## src/sv/mptr_pkg.sv

```systemverilog
`default_nettype none
package mptr_pkg;

  localparam int PACKET_BYTES = 3;
  localparam int POS_W        = 2;
  localparam int STORE_DEPTH  = 3;
  localparam int CFG_INDEX_W  = 2;

  // Both internal queues hold two words.
  localparam logic [1:0] QUEUE_FULL = 2'd2;

  localparam logic [POS_W-1:0] LAST_POS = POS_W'(PACKET_BYTES - 1);

  localparam logic [CFG_INDEX_W-1:0] REG_SCREEN_COLUMNS = CFG_INDEX_W'(0);
  localparam logic [CFG_INDEX_W-1:0] REG_SCREEN_ROWS    = CFG_INDEX_W'(1);

  localparam logic [7:0] AUX_FLAG     = 8'h20;
  localparam logic [7:0] RESET_COLS   = 8'd80;
  localparam logic [7:0] RESET_ROWS   = 8'd25;
  localparam logic [7:0] RESET_CUR_X  = 8'd40;
  localparam logic [7:0] RESET_CUR_Y  = 8'd12;

  typedef enum logic [1:0] {
    EV_MOVE    = 2'd0,
    EV_PRESS   = 2'd1,
    EV_RELEASE = 2'd2
  } event_kind_t;

  typedef struct packed {
    logic [7:0] status_byte;
    logic [7:0] data_byte;
  } in_word_t;

  typedef struct packed {
    event_kind_t event_kind;
    logic [1:0]  button_index;
    logic [7:0]  cursor_column;
    logic [7:0]  cursor_row;
    logic        last_event;
  } out_word_t;

  typedef struct packed {
    logic [2:0] buttons;
    logic [7:0] dx;
    logic [7:0] dy;
  } packet_t;

  typedef struct packed {
    logic                   valid;
    logic [CFG_INDEX_W-1:0] index;
    logic [7:0]             data;
  } cfg_write_t;

endpackage
`default_nettype wire

```

## src/sv/mptr_front.sv

```systemverilog
`default_nettype none
module mptr_front (
  input  wire logic              clk,
  input  wire logic              rst_n,
  input  wire logic              in_push,
  input  wire mptr_pkg::in_word_t in_data,
  output logic                   in_full,
  output logic                   pkt_valid,
  output mptr_pkg::packet_t      pkt_data,
  input  wire logic              pkt_pop
);

  logic [mptr_pkg::POS_W-1:0] pos_r, pos_nxt;
  logic [7:0] store_r [mptr_pkg::STORE_DEPTH];
  logic [7:0] merged [mptr_pkg::STORE_DEPTH];

  mptr_pkg::packet_t q_r [2];
  logic       wp_r, wp_nxt, rp_r, rp_nxt;
  logic [1:0] cnt_r, cnt_nxt;

  logic take, last_byte, q_push, q_pop;

  always_comb begin
    in_full   = (cnt_r == mptr_pkg::QUEUE_FULL);
    take      = in_push && !in_full && ((in_data.status_byte & mptr_pkg::AUX_FLAG) != 8'd0);
    last_byte = (pos_r == mptr_pkg::LAST_POS);
    q_push    = take && last_byte;
    q_pop     = pkt_pop && (cnt_r != 2'd0);

    // The byte arriving now completes the packet, so it stands in for its own slot.
    for (int k = 0; k < mptr_pkg::STORE_DEPTH; k++) begin
      merged[k] = (pos_r == mptr_pkg::POS_W'(k)) ? in_data.data_byte : store_r[k];
    end

    pos_nxt = pos_r;
    if (take) begin
      pos_nxt = last_byte ? '0 : pos_r + 1'b1;
    end

    wp_nxt  = q_push ? ~wp_r : wp_r;
    rp_nxt  = q_pop ? ~rp_r : rp_r;
    cnt_nxt = cnt_r + {1'b0, q_push} - {1'b0, q_pop};

    pkt_valid = (cnt_r != 2'd0);
    pkt_data  = q_r[rp_r];
  end

  always_ff @(posedge clk) begin
    if (!rst_n) begin
      pos_r <= '0;
      wp_r  <= 1'b0;
      rp_r  <= 1'b0;
      cnt_r <= 2'd0;
    end else begin
      pos_r <= pos_nxt;
      wp_r  <= wp_nxt;
      rp_r  <= rp_nxt;
      cnt_r <= cnt_nxt;
    end
  end

  always_ff @(posedge clk) begin
    for (int k = 0; k < mptr_pkg::STORE_DEPTH; k++) begin
      if (take && pos_r == mptr_pkg::POS_W'(k)) begin
        store_r[k] <= in_data.data_byte;
      end
    end
    if (q_push) begin
      q_r[wp_r] <= '{buttons: merged[0][2:0], dx: merged[1], dy: merged[2]};
    end
  end

`ifndef NO_ASSERTIONS
  a_cnt_bound: assert property (@(posedge clk) disable iff (!rst_n)
    cnt_r <= mptr_pkg::QUEUE_FULL) else $error("packet queue count overflow");
  a_pos_bound: assert property (@(posedge clk) disable iff (!rst_n)
    pos_r <= mptr_pkg::LAST_POS) else $error("byte position past packet end");
  a_push_lands: assert property (@(posedge clk) disable iff (!rst_n)
    q_push |=> cnt_r != 2'd0) else $error("completed packet not queued");
`endif

endmodule
`default_nettype wire

```

## src/sv/mptr_back.sv

```systemverilog
`default_nettype none
module mptr_back (
  input  wire logic                clk,
  input  wire logic                rst_n,
  input  wire mptr_pkg::cfg_write_t cfg_wr,
  input  wire logic                pkt_valid,
  input  wire mptr_pkg::packet_t   pkt_data,
  output logic                     pkt_pop,
  output logic                     out_empty,
  output mptr_pkg::out_word_t      out_data,
  input  wire logic                out_pop
);

  logic [7:0] cols_r, rows_r;
  logic [7:0] cx_r, cx_nxt, cy_r, cy_nxt;
  logic [2:0] btn_r, btn_nxt, newbtn_r, newbtn_nxt;
  // Bit 0 is the move event, bits 1 to 3 the three buttons.
  logic [3:0] mask_r, mask_nxt, sel, rem;

  mptr_pkg::out_word_t oq_r [2];
  mptr_pkg::out_word_t ev;
  logic       owp_r, owp_nxt, orp_r, orp_nxt;
  logic [1:0] ocnt_r, ocnt_nxt;

  logic emit, load, o_pop, moved;
  logic [2:0] chg;
  logic [7:0] top_x, top_y;
  logic [9:0] nx, ny;

  always_comb begin
    top_x = (cols_r == 8'd0) ? 8'd0 : cols_r - 8'd1;
    top_y = (rows_r == 8'd0) ? 8'd0 : rows_r - 8'd1;
    nx = {2'b00, cx_r} + {{2{pkt_data.dx[7]}}, pkt_data.dx};
    ny = {2'b00, cy_r} - {{2{pkt_data.dy[7]}}, pkt_data.dy};
    moved = (pkt_data.dx != 8'd0) || (pkt_data.dy != 8'd0);
    chg   = pkt_data.buttons ^ btn_r;

    emit = (mask_r != 4'd0) && (ocnt_r != mptr_pkg::QUEUE_FULL);
    sel  = mask_r & (~mask_r + 4'd1);
    rem  = mask_r & ~sel;
    load = pkt_valid && ((mask_r == 4'd0) || (emit && rem == 4'd0));
    pkt_pop = load;

    ev = '{event_kind: mptr_pkg::EV_MOVE, button_index: 2'd0,
           cursor_column: cx_r, cursor_row: cy_r, last_event: (rem == 4'd0)};
    priority if (mask_r[0]) begin
      ev.event_kind = mptr_pkg::EV_MOVE;
    end else if (mask_r[1]) begin
      ev.button_index = 2'd0;
      ev.event_kind   = newbtn_r[0] ? mptr_pkg::EV_PRESS : mptr_pkg::EV_RELEASE;
    end else if (mask_r[2]) begin
      ev.button_index = 2'd1;
      ev.event_kind   = newbtn_r[1] ? mptr_pkg::EV_PRESS : mptr_pkg::EV_RELEASE;
    end else begin
      ev.button_index = 2'd2;
      ev.event_kind   = newbtn_r[2] ? mptr_pkg::EV_PRESS : mptr_pkg::EV_RELEASE;
    end

    mask_nxt   = emit ? rem : mask_r;
    cx_nxt     = cx_r;
    cy_nxt     = cy_r;
    btn_nxt    = btn_r;
    newbtn_nxt = newbtn_r;
    if (load) begin
      mask_nxt   = {chg, moved};
      btn_nxt    = pkt_data.buttons;
      newbtn_nxt = pkt_data.buttons;
      if (moved) begin
        cx_nxt = nx[9] ? 8'd0 : ((nx[8:0] > {1'b0, top_x}) ? top_x : nx[7:0]);
        cy_nxt = ny[9] ? 8'd0 : ((ny[8:0] > {1'b0, top_y}) ? top_y : ny[7:0]);
      end
    end

    o_pop    = out_pop && (ocnt_r != 2'd0);
    owp_nxt  = emit ? ~owp_r : owp_r;
    orp_nxt  = o_pop ? ~orp_r : orp_r;
    ocnt_nxt = ocnt_r + {1'b0, emit} - {1'b0, o_pop};

    out_empty = (ocnt_r == 2'd0);
    out_data  = oq_r[orp_r];
  end

  always_ff @(posedge clk) begin
    if (!rst_n) begin
      cols_r   <= mptr_pkg::RESET_COLS;
      rows_r   <= mptr_pkg::RESET_ROWS;
      cx_r     <= mptr_pkg::RESET_CUR_X;
      cy_r     <= mptr_pkg::RESET_CUR_Y;
      btn_r    <= 3'd0;
      mask_r   <= 4'd0;
      owp_r    <= 1'b0;
      orp_r    <= 1'b0;
      ocnt_r   <= 2'd0;
    end else begin
      if (cfg_wr.valid && cfg_wr.index == mptr_pkg::REG_SCREEN_COLUMNS) begin
        cols_r <= cfg_wr.data;
      end
      if (cfg_wr.valid && cfg_wr.index == mptr_pkg::REG_SCREEN_ROWS) begin
        rows_r <= cfg_wr.data;
      end
      cx_r   <= cx_nxt;
      cy_r   <= cy_nxt;
      btn_r  <= btn_nxt;
      mask_r <= mask_nxt;
      owp_r  <= owp_nxt;
      orp_r  <= orp_nxt;
      ocnt_r <= ocnt_nxt;
    end
  end

  always_ff @(posedge clk) begin
    newbtn_r <= newbtn_nxt;
    if (emit) begin
      oq_r[owp_r] <= ev;
    end
  end

`ifndef NO_ASSERTIONS
  a_ocnt_bound: assert property (@(posedge clk) disable iff (!rst_n)
    ocnt_r <= mptr_pkg::QUEUE_FULL) else $error("result queue count overflow");
  a_emit_lands: assert property (@(posedge clk) disable iff (!rst_n)
    emit |=> ocnt_r != 2'd0) else $error("emitted event not queued");
  a_load_idle: assert property (@(posedge clk) disable iff (!rst_n)
    load |-> (mask_r == 4'd0 || $onehot(mask_r))) else $error("packet loaded over pending events");
`endif

endmodule
`default_nettype wire

```

## src/sv/mouse_packet_cursor_tracker.sv

```systemverilog
`default_nettype none
// Mouse packet cursor tracker.
// Input side is a queue: a word {status_byte, data_byte} is taken when in_push is
// high and in_full low. Only words whose status has the auxiliary bit set count;
// every third such word completes a mouse packet.
// Result side is a queue too: while out_empty is low the oldest event sits on
// out_data and leaves on a cycle with out_pop high. A packet yields a move event
// (if either delta is nonzero) followed by press/release events for buttons 0, 1
// and 2 that changed; the final one carries last_event.
// The front part gathers bytes into packets and queues them two deep; the back
// part turns each packet into events, one per cycle while the result queue has room, into a two-word result queue.
// Words are taken one per cycle while the packet queue has room; a packet occupies
// the back part until it has produced its events (at most four), and the next
// packet may be taken in the same cycle as its last event. The first event of a
// packet reaches out_data through the packet queue, the event mask and the result queue.
// When the receiver stalls, the result queue fills, the back part holds, the
// packet queue fills and in_full rises. The cfg channel is always ready.
// Reset (rst_n low, synchronous) empties both queues, restarts packet assembly,
// clears the button state, puts the cursor at column 40 row 12 and the screen at
// 80 by 25.
module mouse_packet_cursor_tracker (
  input  wire logic                               clk,
  input  wire logic                               rst_n,
  input  wire logic                               in_push,
  input  wire mptr_pkg::in_word_t                 in_data,
  output logic                                    in_full,
  output logic                                    out_empty,
  output mptr_pkg::out_word_t                     out_data,
  input  wire logic                               out_pop,
  input  wire logic                               cfg_valid,
  output logic                                    cfg_ready,
  input  wire logic [mptr_pkg::CFG_INDEX_W-1:0]   cfg_index,
  input  wire logic [7:0]                         cfg_data
);

  logic               pkt_valid, pkt_pop;
  mptr_pkg::packet_t  pkt_data;
  mptr_pkg::cfg_write_t cfg_wr;

  assign cfg_ready = 1'b1;
  assign cfg_wr = '{valid: cfg_valid && cfg_ready, index: cfg_index, data: cfg_data};

  mptr_front u_front (
    .clk       (clk),
    .rst_n     (rst_n),
    .in_push   (in_push),
    .in_data   (in_data),
    .in_full   (in_full),
    .pkt_valid (pkt_valid),
    .pkt_data  (pkt_data),
    .pkt_pop   (pkt_pop)
  );

  mptr_back u_back (
    .clk       (clk),
    .rst_n     (rst_n),
    .cfg_wr    (cfg_wr),
    .pkt_valid (pkt_valid),
    .pkt_data  (pkt_data),
    .pkt_pop   (pkt_pop),
    .out_empty (out_empty),
    .out_data  (out_data),
    .out_pop   (out_pop)
  );

endmodule
`default_nettype wire
```

## config.mk

```make
export PLATFORM = sky130hd
export DESIGN_NAME = mouse_packet_cursor_tracker
export DESIGN_NICKNAME = d
export VERILOG_FILES = /design/src/sv/mptr_pkg.sv /design/src/sv/mptr_front.sv /design/src/sv/mptr_back.sv /design/src/sv/mouse_packet_cursor_tracker.sv
export SDC_FILE = /design/constraint.sdc
export NUM_CORES = 1
export LEC_CHECK = 0
export ABC_CLOCK_PERIOD_IN_PS = 4910
export BUFFER_PORTS_ARGS = -buffer_cell sky130_fd_sc_hd__buf_2
export CORE_AREA = 2 2 151 153
export DETAILED_ROUTE_END_ITERATION = 8
export DIE_AREA = 0 0 153 155
export PLACE_DENSITY = 0.63
export SYNTH_ARGS = -nofsm -noshare
export SYNTH_HDL_FRONTEND = slang
export SYNTH_SLANG_ARGS = --single-unit
```

## constraint.sdc

```tcl
create_clock -name clk -period 4.91 [get_ports clk]
set_input_delay 0.7365 -clock clk [delete_from_list [all_inputs] [get_ports clk]]
set_output_delay 0.7365 -clock clk [all_outputs]
set_load 0.005 [all_outputs]
```

==> results.txt, run 1 <==
setup slack after layout = 0.6148 ns
ANT nets after route = 0
max_slew headroom = 35.70%
Layout area overhead = 15.22%
Pre-Repair DR Iteration Count = 5
ys async rst share = 0%
Core Area = 0.02223 mm^2
dominant cells by area after synthesis = edfxtp_1 (40%), dfxtp_1 (13%), mux2_2 (7.9%)
Pwr Density = 567.6 mW/mm^2
Yosys cell types = 64
post-layout util = 39.72%
CP max-delay cell = dfxtp_1
die width = 153 um
Num CTS Buffers = 17
Layout fillers = 2111
register area share after synthesis = 53.29%
critical path cell sequence = mux2_2 -> ha_1 -> fa_1 -> a211oi_2 -> o21bai_1 -> a21oi_1 -> xor2_1 -> inv_1 -> ha_1 -> a2111oi_0 -> o21ai_0 -> a21oi_1 -> o22ai_2 -> or2_2 -> a32o_1
first-pass GRT wire length = 23.78 mm
antenna violations before repair = 0
Setup crit end kind = register
Internal = 3.346 mW
pre-CTS WS = 0.6298 ns
Comb power frac = 36.0%
IO buf count = 46
Mapped Nets = 693
P_sw = 1.666 mW
clk buf depth = 2
max cap viols = 0
fin. max-slew vios = 0
clock sinks = 153
most instantiated cells after synthesis = edfxtp_1 (102), mux2_2 (54), dfxtp_1 (51)
top-count cell post-synth = edfxtp_1
vias in the first global route = 4623
I/O Pins = 55
Final Critical Period = 4.295 ns
Worst path max stage delay = 0.48 ns
# H-tree levels = 4
Yosys warning count = 0
total track usage = 12.74%
routability cong. = 0.8369
Post-CTS Hold Fix Bufs = 0
post-CTS setup buffers = 0
Critical Path RT = 5.22 ns
row cnt = 55
Avg WL per Cell = 15.01 um
Hold Path Class = reg -> reg
#FFs+latches synth = 153
Avg Cell Area, Syn = 12.42 um^2
status = finished, final reports clean
fin cells = 970
area of the die = 0.02372 mm^2
placed cells = 938
cell count after synthesis = 617
RSZ-0062 raised after global routing = false
Clk network pwr share = 26.4%
Final period util = 87.48%
Crit Path Class = reg -> reg
Skew-Pair Late Insertion Delay = 0.42 ns
Setup crit start kind = register
Critical Path Fanout Max = 9
leakage = 3.370 nW
total wire length = 14.56 mm
Synth top area share = 39.97%
DP Wirelength = 10.87 mm
setup TNS = 0 ns
# nets final = 748
via/cell ratio = 4.859
clock root buffer master = clkbuf_16
Seq pwr share = 37.6%
number of synthesized flops with an enable pin = 102
final hold vios = 0
post-CTS sizing = 0
Final Setup Violations = 0
CTS tree = built
CTS clk-pin slew, worst paths = 0.06 ns
Worst Skew = 0.01107 ns
GRT overflow = 0
fmax = 0.2328 GHz
Arrival @ worst endpoint = 4.61 ns
# DRC = 0
Die Ht = 155 um
Cell Area, Synth = 0.007664 mm^2
Net Sw Frac = 33.25%
main flop type after synthesis = edfxtp_1
DRT iter0 DRCs = 259
# diodes = 0
Max rail drop VDD = 247.9 uV
layout cell share with drive strength beyond 1 = 22.92%
Worst-Margin Slew = 0.9646 ns
area leader, netlist = edfxtp_1
via count = 4713
largest net degree at the start of global routing = 44
Initial Util = 34.48%
## metal layers
layer  vias to the layer above  GRT usage, %  share of wire (%)
li1                       2395             -                  -
met1                      2219         17.01                 50
met2                        85         20.37                 46
met4                         0         3.748                1.1
met3                        14         3.482                3.6
met5                         -             0                  0
## cell usage in the layout (no fill, tap or decap), types with 4 or more instances in the layout
cell type   count
nand2b_1        6
buf_2          46
clkbuf_16      17
nand4_1         5
nand2_1        23
or3_1           4
nor3b_1         5
buf_4           6
mux2i_1        37
clkinvlp_4      4
o21a_1          4
o221ai_1        4
nor3_1         14
o21ai_0        17
inv_1          35
and2_1         11
nor2b_1        30
a21oi_1        23
a22o_1          8
xor2_1         10
inv_6           4
edfxtp_1      102
nor4_1          5
xnor2_1        17
mux2_2         54
nor2_1         28
dfxtp_1        51
o211ai_1        4
ha_1           43
## per-stage QoR
step	instance area (um^2)	hold WS (ns)	power, mW
after floorplan	7664	0.4481	3.245
after global placement	8229	0.4855	3.690
after detailed placement	8229	0.5049	3.730
after CTS	8830	0.5212	5.067
after global routing	8830	0.5316	5.368
final	8830	0.5225	5.012
## worst max-delay path, delay by kind of cell, from the launching register on
family	cells	cell delay, ns
flip-flops	1	0.48
adder cells (fa/ha/maj)	3	0.97
multiplexers	1	0.38
XOR/XNOR	1	0.21
AND/OR/NAND/NOR	1	0.33
buffers and inverters	1	0.06
AO/OA/AOI/OAI	8	1.77
## area by class of cell
type	count	area, um^2	area share (%)
clock buffer	19	432.9	4.903
clock inverter	13	167.7	1.899
inverter	35	131.4	1.488
multi-input combinational	413	3382	38.30
sequential	153	4084	46.25
tap	285	356.6	4.039
timing repair buffer	52	275.3	3.117
## flip-flops by register name (all words and copies together) (netlist names), named ones only
name and cells:
u_back.mask_r 4, u_back.orp_r 1, u_front.store_r 19, u_back.btn_r 3, u_back.rows_r 8, u_back.oq_r 42, u_back.cx_r 8, u_back.cols_r 8
u_front.cnt_r 2, u_front.q_r 38, u_front.pos_r 2, u_front.rp_r 1, u_back.ocnt_r 2, u_front.wp_r 1, u_back.newbtn_r 3, u_back.owp_r 1
u_back.cy_r 8
## power by group through the flow
stage	sequential (mW)	clock [mW]	combinational, mW
finish	1.88	1.32	1.80
global route	1.91	1.41	2.04
CTS	1.89	1.35	1.83
global placement	1.90	0	1.79
floorplan	1.84	0	1.41
detailed placement	1.91	0	1.82
## kinds of logic after synthesis
| family | after synthesis | share of synthesized area [%] |
|---|---|---|
| other | 1 | 0.04893 |
| adder cells (fa/ha/maj) | 46 | 7.674 |
| buffers and inverters | 51 | 2.710 |
| flip-flops | 153 | 53.29 |
| AO/OA/AOI/OAI | 93 | 9.078 |
| XOR/XNOR | 27 | 3.086 |
| multiplexers | 92 | 12.96 |
| AND/OR/NAND/NOR | 154 | 11.15 |
## path summary, 6_finish.rpt
check	startpoint	to	slack [ns]	cells after the start
max	register	u_back.cx_r[2]	0.61	15
min reg2reg	u_back.cy_r[2]	u_back.oq_r[1][3]	0.52	0
max reg2reg	register	u_back.cx_r[2]	0.61	15
min	u_back.cy_r[2]	u_back.oq_r[1][3]	0.52	0
No activity file was read; power rests on OpenSTA's default activity.
==> inputs of run 2 (changes only) <==
Settings changed: ABC_CLOCK_PERIOD_IN_PS 4910 to 4000, MAX_ROUTING_LAYER set to met4.
Clock period 4.91 ns to 4 ns, I/O delays scaled along.
==> results.txt, run 2 (synthesis results as in run 1) <==
status = finished, final reports clean (unchanged)
area of the die = 0.02372 mm^2 (unchanged)
DRT iter0 DRCs = 246 (was 259)
clk buf depth = 2 (unchanged)
vias in the first global route = 4685 (was 4623)
# H-tree levels = 4 (unchanged)
largest net degree at the start of global routing = 44 (unchanged)
total wire length = 14.84 mm (was 14.56 mm)
clock root buffer master = clkbuf_16 (unchanged)
Crit Path Class = reg -> reg (unchanged)
fmax = 0.2642 GHz (was 0.2328 GHz)
row cnt = 55 (unchanged)
cell area after layout = 0.009170 mm^2 (was 0.008830 mm^2)
Num CTS Buffers = 17 (unchanged)
CTS tree = built (unchanged)
setup TNS = 0 ns (unchanged)
Layout area overhead = 19.66% (was 15.22%)
Skew-Pair Late Insertion Delay = 0.43 ns (was 0.42 ns)
GRT overflow = 0 (unchanged)
Largest regs = u_back.oq_r x42, u_front.q_r x38, u_front.store_r x19 (unchanged)
Layout fillers = 2072 (was 2111)
I/O Pins = 55 (unchanged)
Largest Register = u_back.oq_r (unchanged)
Setup crit end kind = register (unchanged)
Initial Util = 34.48% (unchanged)
first-pass GRT wire length = 24.11 mm (was 23.78 mm)
fin. max-slew vios = 0 (unchanged)
Setup crit start kind = register (unchanged)
# diodes = 0 (unchanged)
max_slew headroom = 33.63% (was 35.70%)
commonest non-fill, non-tap cells in the layout = edfxtp_1 (102), mux2_2 (53), dfxtp_1 (50), buf_2 (46), ha_1 (40) (was edfxtp_1 (102), mux2_2 (54), dfxtp_1 (51), buf_2 (46), ha_1 (43))
Max rail drop VDD = 267.3 uV (was 247.9 uV)
# DRC = 0 (unchanged)
Core Area = 0.02223 mm^2 (unchanged)
Worst-Margin Slew = 0.9956 ns (was 0.9646 ns)
Pre-Repair DR Iteration Count = 4 (was 5)
Critical Path Fanout Max = 18 (was 9)
post-layout util = 41.26% (was 39.72%)
Pwr Density = 718.7 mW/mm^2 (was 567.6 mW/mm^2)
# nets final = 771 (was 748)
CTS clk-pin slew, worst paths = 0.07 ns (was 0.06 ns)
clock sinks = 153 (unchanged)
Largest register FFs = 42 (unchanged)
total track usage = 13.27% (was 12.74%)
Final period util = 94.64% (was 87.48%)
DP Wirelength = 10.98 mm (was 10.87 mm)
routability cong. = 0.8632 (was 0.8369)
via count = 4729 (was 4713)
antenna violations before repair = 0 (unchanged)
max cap viols = 0 (unchanged)
leakage = 3.512 nW (was 3.370 nW)
layout cell share with drive strength beyond 1 = 28.53% (was 22.92%)
IO buf count = 46 (unchanged)
dpl cell area = 0.008397 mm^2 (was 0.008229 mm^2)
die width = 153 um (unchanged)
Post-CTS Hold Fix Bufs = 0 (unchanged)
Final Setup Violations = 0 (unchanged)
Hold Path Class = in -> reg (was reg -> reg)
via/cell ratio = 4.762 (was 4.859)
final hold vios = 0 (unchanged)
Final Critical Period = 3.786 ns (was 4.295 ns)
ANT nets after route = 0 (unchanged)
Avg WL per Cell = 14.94 um (was 15.01 um)
Arrival @ worst endpoint = 4.13 ns (was 4.61 ns)
Worst Skew = 0.008843 ns (was 0.01107 ns)
Worst Hold Margin = 0.3913 ns (was 0.5225 ns)
Die Ht = 155 um (unchanged)
commonest non-fill, non-tap cell in the layout = edfxtp_1 (unchanged)
Critical Path RT = 4.35 ns (was 5.22 ns)
run 2: routing by layer:
layer	part of all wire, %	track usage [%]	wire [um]	up-vias
met3	3.8	3.565	558	13
met5	0	-	0	-
met2	44	20.14	6532	68
met1	51	17.72	7613	2209
li1	-	-	-	2439
met4	0.92	3.439	136	0
run 2: critical path, cell delays in order, from the launching register on:
cell	delay, ns
dfxtp_4	0.36
buf_12	0.15
mux2_4	0.21
ha_2	0.17
inv_1	0.05
fa_2	0.34
a32oi_2	0.29
a21oi_2	0.09
nor2_2	0.16
xnor2_2	0.15
inv_2	0.07
ha_4	0.28
nand2_2	0.07
o31ai_4	0.25
a31oi_2	0.07
o32ai_4	0.45
mux2_2	0.40
o221ai_2	0.12
run 2: where the power goes:
part | switching [mW] | internal, mW
clock network | 0.685 | 0.946
registers | 0.205 | 2.10
logic | 1.36 | 1.30
total | 2.25 | 4.34
run 2: per-stage QoR:
step / worst slack, ns / std cells / power (mW)
2_1_floorplan: 0.02075 / 617 / 4.005
3_3_place_gp: -0.03725 / 959 / 4.722
3_5_place_dp: -0.05038 / 959 / 4.756
4_1_cts: 0.01984 / 992 / 6.431
5_1_grt: -0.03896 / 993 / 7.044
6_report: 0.2145 / 993 / 6.590
run 2: final timing paths:
check / startpoint / end / slack [ns] / depth (start not counted)
worst min-delay path: in_data[6] / u_front.store_r[0][22] / 0.39 / 1
worst min register to register: u_back.cy_r[2] / u_back.oq_r[1][3] / 0.51 / 0
worst max-delay path: register / u_back.cy_r[2] / 0.21 / 17
worst max register to register: register / u_back.cy_r[2] / 0.21 / 17
run 2: final cells by class:
class                      instances  area [um^2]  share of cell area [%]
inverter                          35        131.4                   1.433
clock buffer                      17        425.4                   4.639
multi-input combinational        413         3525                   38.44
timing repair buffer              75        464.2                   5.062
sequential                       153         4088                   44.58
tap                              285        356.6                   3.889
clock inverter                    15        180.2                   1.965
run 2: repair_timing:
| item | in CTS | in global routing |
|---|---|---|
| setup endpoints to repair | 14 | 16 |
| setup buffers | 1 | 1 |
| pin swaps | 1 | 8 |
| resized for setup | 4 | 28 |
